## src/hdl/ptg_pkg.sv

```systemverilog
// ----------------------------------------------------------------------------
// ptg_pkg
// Types, constants and the arctangent table of the go-to-goal controller.
// ----------------------------------------------------------------------------
package ptg_pkg;

    localparam int CORDIC_STAGES = 16;
    localparam int ATAN_ENTRIES  = 24;
    localparam int N_CORDIC      = (CORDIC_STAGES < ATAN_ENTRIES) ? CORDIC_STAGES
                                                                   : ATAN_ENTRIES;
    localparam int CW            = 38;   // CORDIC x/y width
    localparam int ZW            = 34;   // CORDIC angle width, Q30
    localparam int AW            = 20;   // angle width, signed Q4.16
    localparam int EW            = 22;   // heading error width
    localparam int SQ_BITS       = 32;   // root bits
    localparam int SQ_LAT        = 3 + SQ_BITS;
    localparam int CORDIC_LAT    = N_CORDIC + 2;
    localparam int ANG_DLY       = SQ_LAT - CORDIC_LAT;
    localparam int QDEPTH        = 4;
    localparam int QAW           = $clog2(QDEPTH);

    localparam logic signed [ZW-1:0] HALF_PI_Q30 = 34'sd1686629713;

    typedef enum logic [2:0] {
        REG_GOAL_X   = 3'd0,
        REG_GOAL_Y   = 3'd1,
        REG_GAIN     = 3'd2,
        REG_ANG_TOL  = 3'd3,
        REG_DIST_TOL = 3'd4
    } t_reg_idx;

    typedef enum logic [1:0] {
        MODE_TURN  = 2'd0,
        MODE_DRIVE = 2'd1,
        MODE_DONE  = 2'd2
    } t_mode;

    typedef struct packed {
        logic signed [31:0] pos_x;
        logic signed [31:0] pos_y;
        logic signed [15:0] quat_x;
        logic signed [15:0] quat_y;
        logic signed [15:0] quat_z;
        logic signed [15:0] quat_w;
    } t_in;

    typedef struct packed {
        logic signed [31:0] linear_velocity;
        logic signed [31:0] angular_velocity;
        logic [1:0]         drive_mode;
    } t_out;

    typedef struct packed {
        logic signed [31:0] goal_x;
        logic signed [31:0] goal_y;
        logic [15:0]        gain;
        logic [19:0]        angle_tolerance;
        logic [19:0]        distance_tolerance;
    } t_cfg;

    typedef struct packed {
        logic signed [32:0] ex;
        logic signed [32:0] ey;
        logic signed [33:0] sy;
        logic signed [33:0] cy;
    } t_work;

    function automatic logic signed [ZW-1:0] atan_q30(input int i);
        logic signed [ZW-1:0] v;
        case (i)
            0:  v = 34'sd843314857;
            1:  v = 34'sd497837829;
            2:  v = 34'sd263043837;
            3:  v = 34'sd133525159;
            4:  v = 34'sd67021687;
            5:  v = 34'sd33543516;
            6:  v = 34'sd16775851;
            7:  v = 34'sd8388437;
            8:  v = 34'sd4194283;
            9:  v = 34'sd2097149;
            10: v = 34'sd1048576;
            11: v = 34'sd524288;
            12: v = 34'sd262144;
            13: v = 34'sd131072;
            14: v = 34'sd65536;
            15: v = 34'sd32768;
            16: v = 34'sd16384;
            17: v = 34'sd8192;
            18: v = 34'sd4096;
            19: v = 34'sd2048;
            20: v = 34'sd1024;
            21: v = 34'sd512;
            22: v = 34'sd256;
            23: v = 34'sd128;
            default: v = '0;
        endcase
        return v;
    endfunction

endpackage

```

## src/hdl/ptg_queue.sv

```systemverilog
// ----------------------------------------------------------------------------
// ptg_queue
// Short queue between the front and the back.
// ----------------------------------------------------------------------------
module ptg_queue (
    input  logic           i_clk,
    input  logic           i_rst_n,
    input  logic           i_push,
    input  ptg_pkg::t_work i_work,
    output logic           o_pop,
    output ptg_pkg::t_work o_work,
    output logic           o_busy
);

    ptg_pkg::t_work               r_mem [0:ptg_pkg::QDEPTH-1];
    logic [ptg_pkg::QAW-1:0]      r_wr, r_rd;
    logic [ptg_pkg::QAW:0]        r_cnt;

    assign o_pop  = (r_cnt != '0);
    assign o_work = r_mem[r_rd];
    assign o_busy = (r_cnt >= (ptg_pkg::QAW+1)'(ptg_pkg::QDEPTH - 1));

    always_ff @(posedge i_clk) begin
        if (i_push) begin
            r_mem[r_wr] <= i_work;
        end
    end

    always_ff @(posedge i_clk) begin
        if (!i_rst_n) begin
            r_wr  <= '0;
            r_rd  <= '0;
            r_cnt <= '0;
        end else begin
            if (i_push) begin
                r_wr <= r_wr + 1'b1;
            end
            if (o_pop) begin
                r_rd <= r_rd + 1'b1;
            end
            r_cnt <= r_cnt + (ptg_pkg::QAW+1)'(i_push) - (ptg_pkg::QAW+1)'(o_pop);
        end
    end

endmodule

```

## config.mk

```make
export PLATFORM = sky130hd
export DESIGN_NAME = ptg_queue
export DESIGN_NICKNAME = d
export VERILOG_FILES = /design/src/hdl/ptg_pkg.sv /design/src/hdl/ptg_queue.sv
export SDC_FILE = /design/constraint.sdc
export NUM_CORES = 1
export LEC_CHECK = 0
export BUFFER_PORTS_ARGS = -buffer_cell sky130_fd_sc_hd__buf_2
export CORE_MARGIN = 1
export CORE_UTILIZATION = 44
export DETAILED_ROUTE_END_ITERATION = 8
export GPL_ROUTABILITY_DRIVEN = 0
export PLACE_DENSITY = 0.75
export SETUP_SLACK_MARGIN = 0.15
export SYNTH_ARGS = -nofsm -noshare
export SYNTH_HDL_FRONTEND = slang
export SYNTH_SLANG_ARGS = --single-unit
```

## constraint.sdc

```tcl
create_clock -name i_clk -period 6.82 [get_ports i_clk]
set_input_delay 1.364 -clock i_clk [delete_from_list [all_inputs] [get_ports i_clk]]
set_output_delay 1.364 -clock i_clk [all_outputs]
set_load 0.01 [all_outputs]
```

==> impl_metrics.yaml <==
final_layout:
  fin_nets: 1197
  fin_util_pct: 53.27
  drive_above_1_share_pct: 45.47
  syn2layout_area_growth_pct: 19.19
synth:
  synth-main-ff-cell: "edfxtp_1"
  yosysTopAreaCellShare_pct: 81.44
  async_flop_share_pct: 0
  netlist_instances: 746
  synth_area_leader_cell: "edfxtp_1"
  ys_warn_count: 0
  ys_types: 20
  yosysMostFrequentCell: "edfxtp_1"
  synth.net_count: 891
  avgSynthCellArea_um2: 26.49
  synth-seq-area-share_pct: 82.35
  synth_edf_count: 536
  syn_area_um2: 19760
  yosys-top-cells-count: "edfxtp_1, mux4_2, buf_2, dfxtp_1"
  ys_seq_elements: 545
  yosys-top-cells-area: "edfxtp_1, mux4_2, dfxtp_1"
setup_path:
  cp_top_family: "flip-flops"
  crit_fanout: 64
  crit_path_end_kind: "output pin"
  critical_path_arrival_ns: 2.70
  crit_chain: "buf_12 > mux4_2 > buf_2"
  criticalPathCategory: "reg2out"
  crit_path_start_kind: "flop"
  crit_path_max_incr_delay_ns: 0.79
  worst-path-buf-inv: 2
  required_ns: 5.46
  cp_slowest_cell: "dfxtp_4"
clock_tree:
  insertion_delay_ns: 0.58
  post_cts_buffers: 0
  holdBufCountCts: 0
  clk_pin_slew_ns: 0.06
  cts-root-buf: "clkbuf_16"
  cts_max_level: 2
  tritoncts: "built"
  cts_sinks: 545
  cts_max_path_buffers: 3
  numCtsBuffers: 54
  ctsResizeCount: 0
timing:
  setup_ws_ns: 2.756
  slew_headroom_pct: 40.00
  finalSetupViolCount: 0
  rsz0062_at_grt: "false"
  tightest_slew_ns: 0.9000
  tns_ns: 0
  finalCritPeriodShare_pct: 59.59
  clock_skew_ns: 0.01222
  drv_slew: 0
  fin_hold_ws_ns: 0.4813
  fmax_mhz: 246.1
  min_period_ns: 4.064
  hold_viol_final: 0
die:
  die_area_um2: 45770
  floorplan.initialDensity_pct: 44.69
  core_area_um2: 44220
  die_h_um: 213.9
  row_count: 77
  io_pins: 273
  dieWidth_um: 213.9
detailed_routing:
  drt_iter0_drc: 517
  viasPerCell: 5.237
  vias: 8835
  avgRoutedWirePerCell_um: 21.66
  routed_wirelength_mm: 36.54
  drt_drc_violations_left: 0
  drtPass1Iterations: 5
  drtAntennaViolNets: 0
power:
  vdd.ir_drop.worst_mv: 0.2763
  p_leak_uw: 0.007869
  cellPowerDensity_nw_per_um2: 374.0
  finalPower_uw: 8811
global_routing:
  grt_remaining_overflow: 0
  use_met2_pct: 27.23
  grt_use_met3_pct: 5.075
  grt.busiest_layer: "met2"
  grt_use_met1_pct: 20.12
  grt_max_degree: 82
  grt_pass1_wl_mm: 56.03
  grt_pass1_vias: 9604
  gr-usage-all-layers_pct: 16.24
  antenna_found_initial: 7
outcome:
  status: "complete, no violations"
run:
  maxCapViolations: 0
placed_design:
  io_buffers: 272
  hpwl_mm: 20.98
  dp_worst_setup_slack_ns: 3.237
min_path:
  hp-class: "reg2reg"
-- state kept, by name (all words and copies together) (netlist names), named ones only --
signal,cells
r_cnt,3
r_mem,536
r_rd,2
r_wr,2
-- area by class of cell --
type,count,area (um^2)
multi-input combinational,164,3281
clock buffer,63,1449
clock inverter,34,275.3
antenna,2,5.005
fill,3329,20660
sequential,545,16280
inverter,7,26.28
timing repair buffer,280,1496
tap,592,740.7
-- layout by cell type, fill, tap and decap left out, drive strengths merged --
cell type | synthesis | routed
and2 | 8 | 8
and3 | 2 | 2
buf | 23 | 280
bufinv | 0 | 4
clkbuf | 7 | 63
clkinv | 0 | 23
clkinvlp | 0 | 6
dfxtp | 9 | 9
diode | 0 | 2
edfxtp | 536 | 536
fa | 1 | 1
ha | 7 | 7
inv | 7 | 8
mux2i | 2 | 2
mux4 | 134 | 134
nand2 | 2 | 2
nand2b | 1 | 1
nand3 | 1 | 1
nor2b | 1 | 1
o21ai | 1 | 1
o31ai | 1 | 1
or4 | 1 | 1
xor2 | 2 | 2
-- report_power, final --
group	total, uW	internal [uW]	switching [uW]
registers	4020	3870	153
clock network	2860	1660	1200
logic	1930	983	947
total	8810	6510	2300
-- metrics by stage --
step	instance area [um^2]	cells
floorplan	19760	746
global placement	21830	1588
detailed placement	21830	1588
CTS	23550	1685
global route	23550	1686
finish	23560	1687
-- kinds of logic (layout without fill, tap and decap cells) --
group,count (synthesis),after routing,synth area share (%)
other cells,0,2,0
fa+ha+maj,8,8,0.5444
simple gates,16,16,0.4812
flops,545,545,82.35
buf+inv,37,384,1.102
xor+xnor,2,2,0.08865
mux,136,136,15.37
compound gates,2,2,0.06330
-- routing by layer --
layer  vias up  routed length [um]
met5         -                  73
met4        12                 673
met3        65                2812
met2       275               18190
met1      4634               14790
li1       3849                   -
-- final timing paths --
check             startpoint           end  slack [ns]  cells after the start
setup / recovery        flop    o_work[99]        2.76                      3
setup reg to reg     r_wr[0]  r_mem[0][46]        4.55                      4
hold / removal       r_rd[1]          flop        0.48                      2
hold reg to reg      r_rd[1]          flop        0.48                      2
-- worst reg2reg max path, stage by stage, from the launching register on --
cell and delay, ns:
dfxtp_1 0.34, inv_1 0.09, ha_1 0.15, and2_4 0.73, buf_12 0.48
Note: power is estimated with default switching activity, not from simulation.
