**src/hdl/ptg_pkg.sv**
```systemverilog
// ----------------------------------------------------------------------------
// ptg_pkg
// Types, constants and the arctangent table of the go-to-goal controller.
// ----------------------------------------------------------------------------
package ptg_pkg;

    localparam int CORDIC_STAGES = 16;
    localparam int ATAN_ENTRIES  = 24;
    localparam int N_CORDIC      = (CORDIC_STAGES < ATAN_ENTRIES) ? CORDIC_STAGES
                                                                   : ATAN_ENTRIES;
    localparam int CW            = 38;   // CORDIC x/y width
    localparam int ZW            = 34;   // CORDIC angle width, Q30
    localparam int AW            = 20;   // angle width, signed Q4.16
    localparam int EW            = 22;   // heading error width
    localparam int SQ_BITS       = 32;   // root bits
    localparam int SQ_LAT        = 3 + SQ_BITS;
    localparam int CORDIC_LAT    = N_CORDIC + 2;
    localparam int ANG_DLY       = SQ_LAT - CORDIC_LAT;
    localparam int QDEPTH        = 4;
    localparam int QAW           = $clog2(QDEPTH);

    localparam logic signed [ZW-1:0] HALF_PI_Q30 = 34'sd1686629713;

    typedef enum logic [2:0] {
        REG_GOAL_X   = 3'd0,
        REG_GOAL_Y   = 3'd1,
        REG_GAIN     = 3'd2,
        REG_ANG_TOL  = 3'd3,
        REG_DIST_TOL = 3'd4
    } t_reg_idx;

    typedef enum logic [1:0] {
        MODE_TURN  = 2'd0,
        MODE_DRIVE = 2'd1,
        MODE_DONE  = 2'd2
    } t_mode;

    typedef struct packed {
        logic signed [31:0] pos_x;
        logic signed [31:0] pos_y;
        logic signed [15:0] quat_x;
        logic signed [15:0] quat_y;
        logic signed [15:0] quat_z;
        logic signed [15:0] quat_w;
    } t_in;

    typedef struct packed {
        logic signed [31:0] linear_velocity;
        logic signed [31:0] angular_velocity;
        logic [1:0]         drive_mode;
    } t_out;

    typedef struct packed {
        logic signed [31:0] goal_x;
        logic signed [31:0] goal_y;
        logic [15:0]        gain;
        logic [19:0]        angle_tolerance;
        logic [19:0]        distance_tolerance;
    } t_cfg;

    typedef struct packed {
        logic signed [32:0] ex;
        logic signed [32:0] ey;
        logic signed [33:0] sy;
        logic signed [33:0] cy;
    } t_work;

    function automatic logic signed [ZW-1:0] atan_q30(input int i);
        logic signed [ZW-1:0] v;
        case (i)
            0:  v = 34'sd843314857;
            1:  v = 34'sd497837829;
            2:  v = 34'sd263043837;
            3:  v = 34'sd133525159;
            4:  v = 34'sd67021687;
            5:  v = 34'sd33543516;
            6:  v = 34'sd16775851;
            7:  v = 34'sd8388437;
            8:  v = 34'sd4194283;
            9:  v = 34'sd2097149;
            10: v = 34'sd1048576;
            11: v = 34'sd524288;
            12: v = 34'sd262144;
            13: v = 34'sd131072;
            14: v = 34'sd65536;
            15: v = 34'sd32768;
            16: v = 34'sd16384;
            17: v = 34'sd8192;
            18: v = 34'sd4096;
            19: v = 34'sd2048;
            20: v = 34'sd1024;
            21: v = 34'sd512;
            22: v = 34'sd256;
            23: v = 34'sd128;
            default: v = '0;
        endcase
        return v;
    endfunction

endpackage

```
**src/hdl/ptg_front.sv**
```systemverilog
// ----------------------------------------------------------------------------
// ptg_front
// Accepts odometry beats: goal error and quaternion yaw terms.
// ----------------------------------------------------------------------------
module ptg_front (
    input  logic          i_clk,
    input  logic          i_rst_n,
    input  logic          i_take,
    input  ptg_pkg::t_in  i_item,
    input  ptg_pkg::t_cfg i_cfg,
    output logic          o_push,
    output ptg_pkg::t_work o_work
);

    logic               r_v;
    logic signed [32:0] r_ex, r_ey;
    logic signed [31:0] r_pwz, r_pxy, r_pyy, r_pzz;
    logic signed [32:0] s_sum_s, s_sum_c;

    always_ff @(posedge i_clk) begin
        if (!i_rst_n) begin
            r_v <= 1'b0;
        end else begin
            r_v <= i_take;
        end
    end

    always_ff @(posedge i_clk) begin
        r_ex  <= 33'(i_cfg.goal_x) - 33'(i_item.pos_x);
        r_ey  <= 33'(i_cfg.goal_y) - 33'(i_item.pos_y);
        r_pwz <= i_item.quat_w * i_item.quat_z;
        r_pxy <= i_item.quat_x * i_item.quat_y;
        r_pyy <= i_item.quat_y * i_item.quat_y;
        r_pzz <= i_item.quat_z * i_item.quat_z;
    end

    always_comb begin
        s_sum_s   = 33'(r_pwz) + 33'(r_pxy);
        s_sum_c   = 33'(r_pyy) + 33'(r_pzz);
        o_push    = r_v;
        o_work.ex = r_ex;
        o_work.ey = r_ey;
        o_work.sy = 34'(s_sum_s) <<< 1;
        o_work.cy = 34'sd268435456 - (34'(s_sum_c) <<< 1);
    end

endmodule

```
**config.mk**
```make
export PLATFORM = sky130hd
export DESIGN_NAME = ptg_front
export DESIGN_NICKNAME = d
export VERILOG_FILES = /design/src/hdl/ptg_pkg.sv /design/src/hdl/ptg_front.sv
export SDC_FILE = /design/constraint.sdc
export NUM_CORES = 2
export LEC_CHECK = 0
export BUFFER_PORTS_ARGS = -buffer_cell sky130_fd_sc_hd__buf_2
export CAP_MARGIN = 20
export CORE_MARGIN = 2
export CORE_UTILIZATION = 35
export CTS_CLUSTER_SIZE = 16
export DETAILED_ROUTE_END_ITERATION = 12
export GPL_TIMING_DRIVEN = 0
export PLACE_DENSITY = 0.6
export SLEW_MARGIN = 20
export SYNTH_ARGS = -nofsm -noshare
export SYNTH_HDL_FRONTEND = slang
export SYNTH_SLANG_ARGS = --single-unit
export TNS_END_PERCENT = 10
```
**constraint.sdc**
```tcl
create_clock -name i_clk -period 10.2 [get_ports i_clk]
set_clock_uncertainty 0.05 [all_clocks]
set_input_delay 0 -clock i_clk [delete_from_list [all_inputs] [get_ports i_clk]]
set_output_delay 0 -clock i_clk [all_outputs]
set_load 0.01 [all_outputs]
```
==> out/qor.csv <==
stage,metric,value,unit
synth,seq_area_frac_synth,8.00,%
synth,synth_edf_count,0,
hold_path,hp-class,in -> reg,
setup_path,crit_end,r_pwz[30],
job,maxCapViolations,0,
sta,hold_viol,0,
routing,wl_per_cell,17.8,um
placed_design,gp_congestion,0.928,
setup_path,worst-path-buf-inv,7,
clock_tree,cts_resized,0,
setup_path,crit_family,adder cells,
global_route,antenna_found_initial,15,
placed_design,io_buffers,325,
clock_tree,cts_buffers,17,
setup_path,worstPathCellList,"dlygate4sd3_1, clkbuf_1, clkbuf_1, nand2_1, inv_1, fa_1, fa_1, fa_1, fa_1, fa_1, inv_1, fa_1, inv_1, ha_1, clkbuf_1, nand2_1, a211oi_1, a221oi_1, a221oi_1, a41o_1, o21ai_0, nand2b_1, a21oi_1, xnor2_1",
routing,routed_via_density,4.84,
sta,tns,0,ns
synth,ys_ff_latch,193,
sta,clock.fmax,128,MHz
floorplanning,row_count,136,
setup_path,cpMostUsedCell,fa_1,
status,status,"finished, final reports clean",
layout,n_fill_cell,13779,
setup_path,cp_slowest_cell,fa_1,
routing,wl_met1,57300,um
setup_path,worst_ep_arrival_time,8.10,ns
floorplanning,die_area,0.141,mm^2
routing,routed-via-count,37200,
clock_tree,clk_pin_slew_worst_paths,0.08,ns
clock_tree,cts_root_buf,clkbuf_16,
setup_path,crit_fanout,10,
setup_path,critical_path_depth,24,
clock_tree,cts_max_level,4,
global_route,grt_overflow,0,
sta,finalCritPeriodShare,76.6,%
routing,wl_met2,65800,um
floorplanning,pin_count,386,
global_route,track_usage,19.9,%
synth,syn_inst,5353,
routing,first_pass_iters,6,
layout,drive_above_1_share,6.96,%
floorplanning,chipWidth,376,um
clock_tree,postCtsSetupBuffers,0,
layout,area_delta_synth_final,13.0,%
layout,multi_input_comb_area,0.0388,mm^2
sta,finalCriticalPeriod,7.81,ns
layout,ff_latch_area,0.00386,mm^2
sta,slew_headroom,29.5,%
synth,synth_top_flop_cell,dfxtp_1,
synth,synthesis.area,0.0483,mm^2
floorplanning,coreArea,0.137,mm^2
setup_path,critPathRequiredTime,10.49,ns
synth,async_flop_share,0,%
setup_path,cp-start-kind,input pin,
clock_tree,cts_tree,built,
sta,rsz0062_at_grt,false,
sta,maxSlewViolCount,0,
sta,worstMarginPinSlew,1.06,ns
floorplanning,initial_core_util,35.2,%
floorplanning,die_y,376,um
clock_tree,cts.sinks,193,
sta,setup_viol,0,
global_route,grt_pass1_wl,217000,um
placed_design,hpwl,115000,um
setup_path,slowest_delay,0.84,ns
routing,wl,137000,um
layout,layout.nets,7597,
synth,yosys_warnings,0,
synth,synth_cell_type_count,83,
setup_path,crit_start,i_item[17],
global_route,first_global_vias,39459,
global_route,grt_max_degree,22,
routing,drt_iter0_drc,2174,
synth,synth_area_per_cell,9.02,um^2
setup_path,crit_path_end_kind,register,
routing,wl_met3,9930,um
routing,drc_errors,0,
clock_tree,ctsHoldBuffers,178,
clock_tree,cts_buffer_depth,2,
routing,highest_layer,met5,
setup_path,crit_type,in -> reg,
routing,final_antenna_net_count,0,
[state kept, by name, summed over array words and instances, names as in the netlist]
register  flops
r_ey         33
r_ex         33
r_pxy        32
r_pyy        31
o_push        1
r_pwz        32
r_pzz        31
[layout make-up]
class	instances	share of cell area, %
Multi-Input combinational cell	3671	71.1
Inverter	1325	9.11
Sequential cell	193	7.08
Timing Repair Buffer	503	6.24
Tap cell	1794	4.11
Buffer	165	1.18
Clock buffer	18	0.786
Clock inverter	14	0.319
Antenna cell	7	0.0321
[through the flow]
step                instance area, um^2  setup WS [ns]  std cells  hold slack [ns]  util, %
detailed placement                52200           2.16       7473            0.218     38.0
finish                            54600           2.39       7690           0.0570     39.8
global placement                  52200           2.13       7473            0.225     38.0
global route                      54600           2.02       7686           0.0482     39.8
CTS                               54600           2.58       7683          0.00241     39.8
floorplan                         48300           4.05       5354          -0.0223        -
[cells in the final DEF (no fill, tap or decap), types with 193 or more instances in the layout]
master,n
ha_1,475
xnor2_1,225
a21oi_1,199
fa_1,995
inv_1,1324
nand2_1,481
nor2_1,194
and2_1,345
buf_2,331
dfxtp_1,193
[synth_stat cells, drive strengths merged (5+ instances only)]
master | n | area [um^2]
inv | 1325 | 4970
fa | 995 | 19900
nand2 | 481 | 1810
ha | 475 | 5940
and2 | 345 | 2160
xnor2 | 225 | 1970
a21oi | 199 | 996
nor2 | 195 | 734
dfxtp | 193 | 3860
clkbuf | 153 | 574
o21ai | 93 | 473
a21o | 89 | 668
xor2 | 64 | 561
nor3 | 53 | 282
nand3 | 52 | 260
o21bai | 38 | 285
nand2b | 31 | 194
nor2b | 31 | 194
a31oi | 29 | 181
a211oi | 27 | 215
o21a | 27 | 204
and3 | 26 | 163
or2 | 19 | 119
o211ai | 14 | 105
buf | 12 | 66.3
nand4 | 12 | 81.3
a211o | 11 | 96.3
or3 | 11 | 68.8
a31o | 10 | 87.6
nor3b | 10 | 86.3
a21boi | 9 | 67.6
o41ai | 8 | 88.8
a2111oi | 7 | 61.3
a221oi | 7 | 61.3
nand3b | 7 | 52.6
and4 | 6 | 52.6
a41o | 5 | 50.1
[per-layer routing]
| metal | global-route usage (%) | vias to the layer above |
|---|---|---|
| met2 | 33.3 | 1076 |
| met4 | 5.17 | 12 |
| met1 | 25.8 | 18634 |
| met3 | 4.64 | 205 |
| li1 | - | 17273 |
| met5 | 0.480 | - |
[worst min path at each step]
stage | startpoint | end | slack, ns | cells after the start
floorplan | i_item[32] | r_pyy[0] | -0.02 | 0
global placement | i_item[96] | r_ex[0] | 0.22 | 3
detailed placement | i_item[32] | r_pyy[0] | 0.22 | 1
CTS | i_item[33] | r_pyy[2] | 0.002 | 2
global route | i_item[83] | r_ey[19] | 0.05 | 4
finish | i_item[33] | r_pyy[2] | 0.06 | 2
[kinds of logic (layout without fill, tap and decap cells)]
logic type / after synthesis / after routing / synth area share [%]
mux: 4 / 4 / 0.0829
compound gates: 614 / 614 / 8.33
fa+ha+maj: 1470 / 1470 / 53.5
xor+xnor: 289 / 289 / 5.24
simple gates: 1292 / 1292 / 13.2
flops: 193 / 193 / 8.00
buf+inv: 1490 / 2025 / 11.6
other cells: 1 / 9 / 0.00776
Power is not shown: default switching activity piles up to over one toggle a cycle in this logic, so the estimate is an artifact.
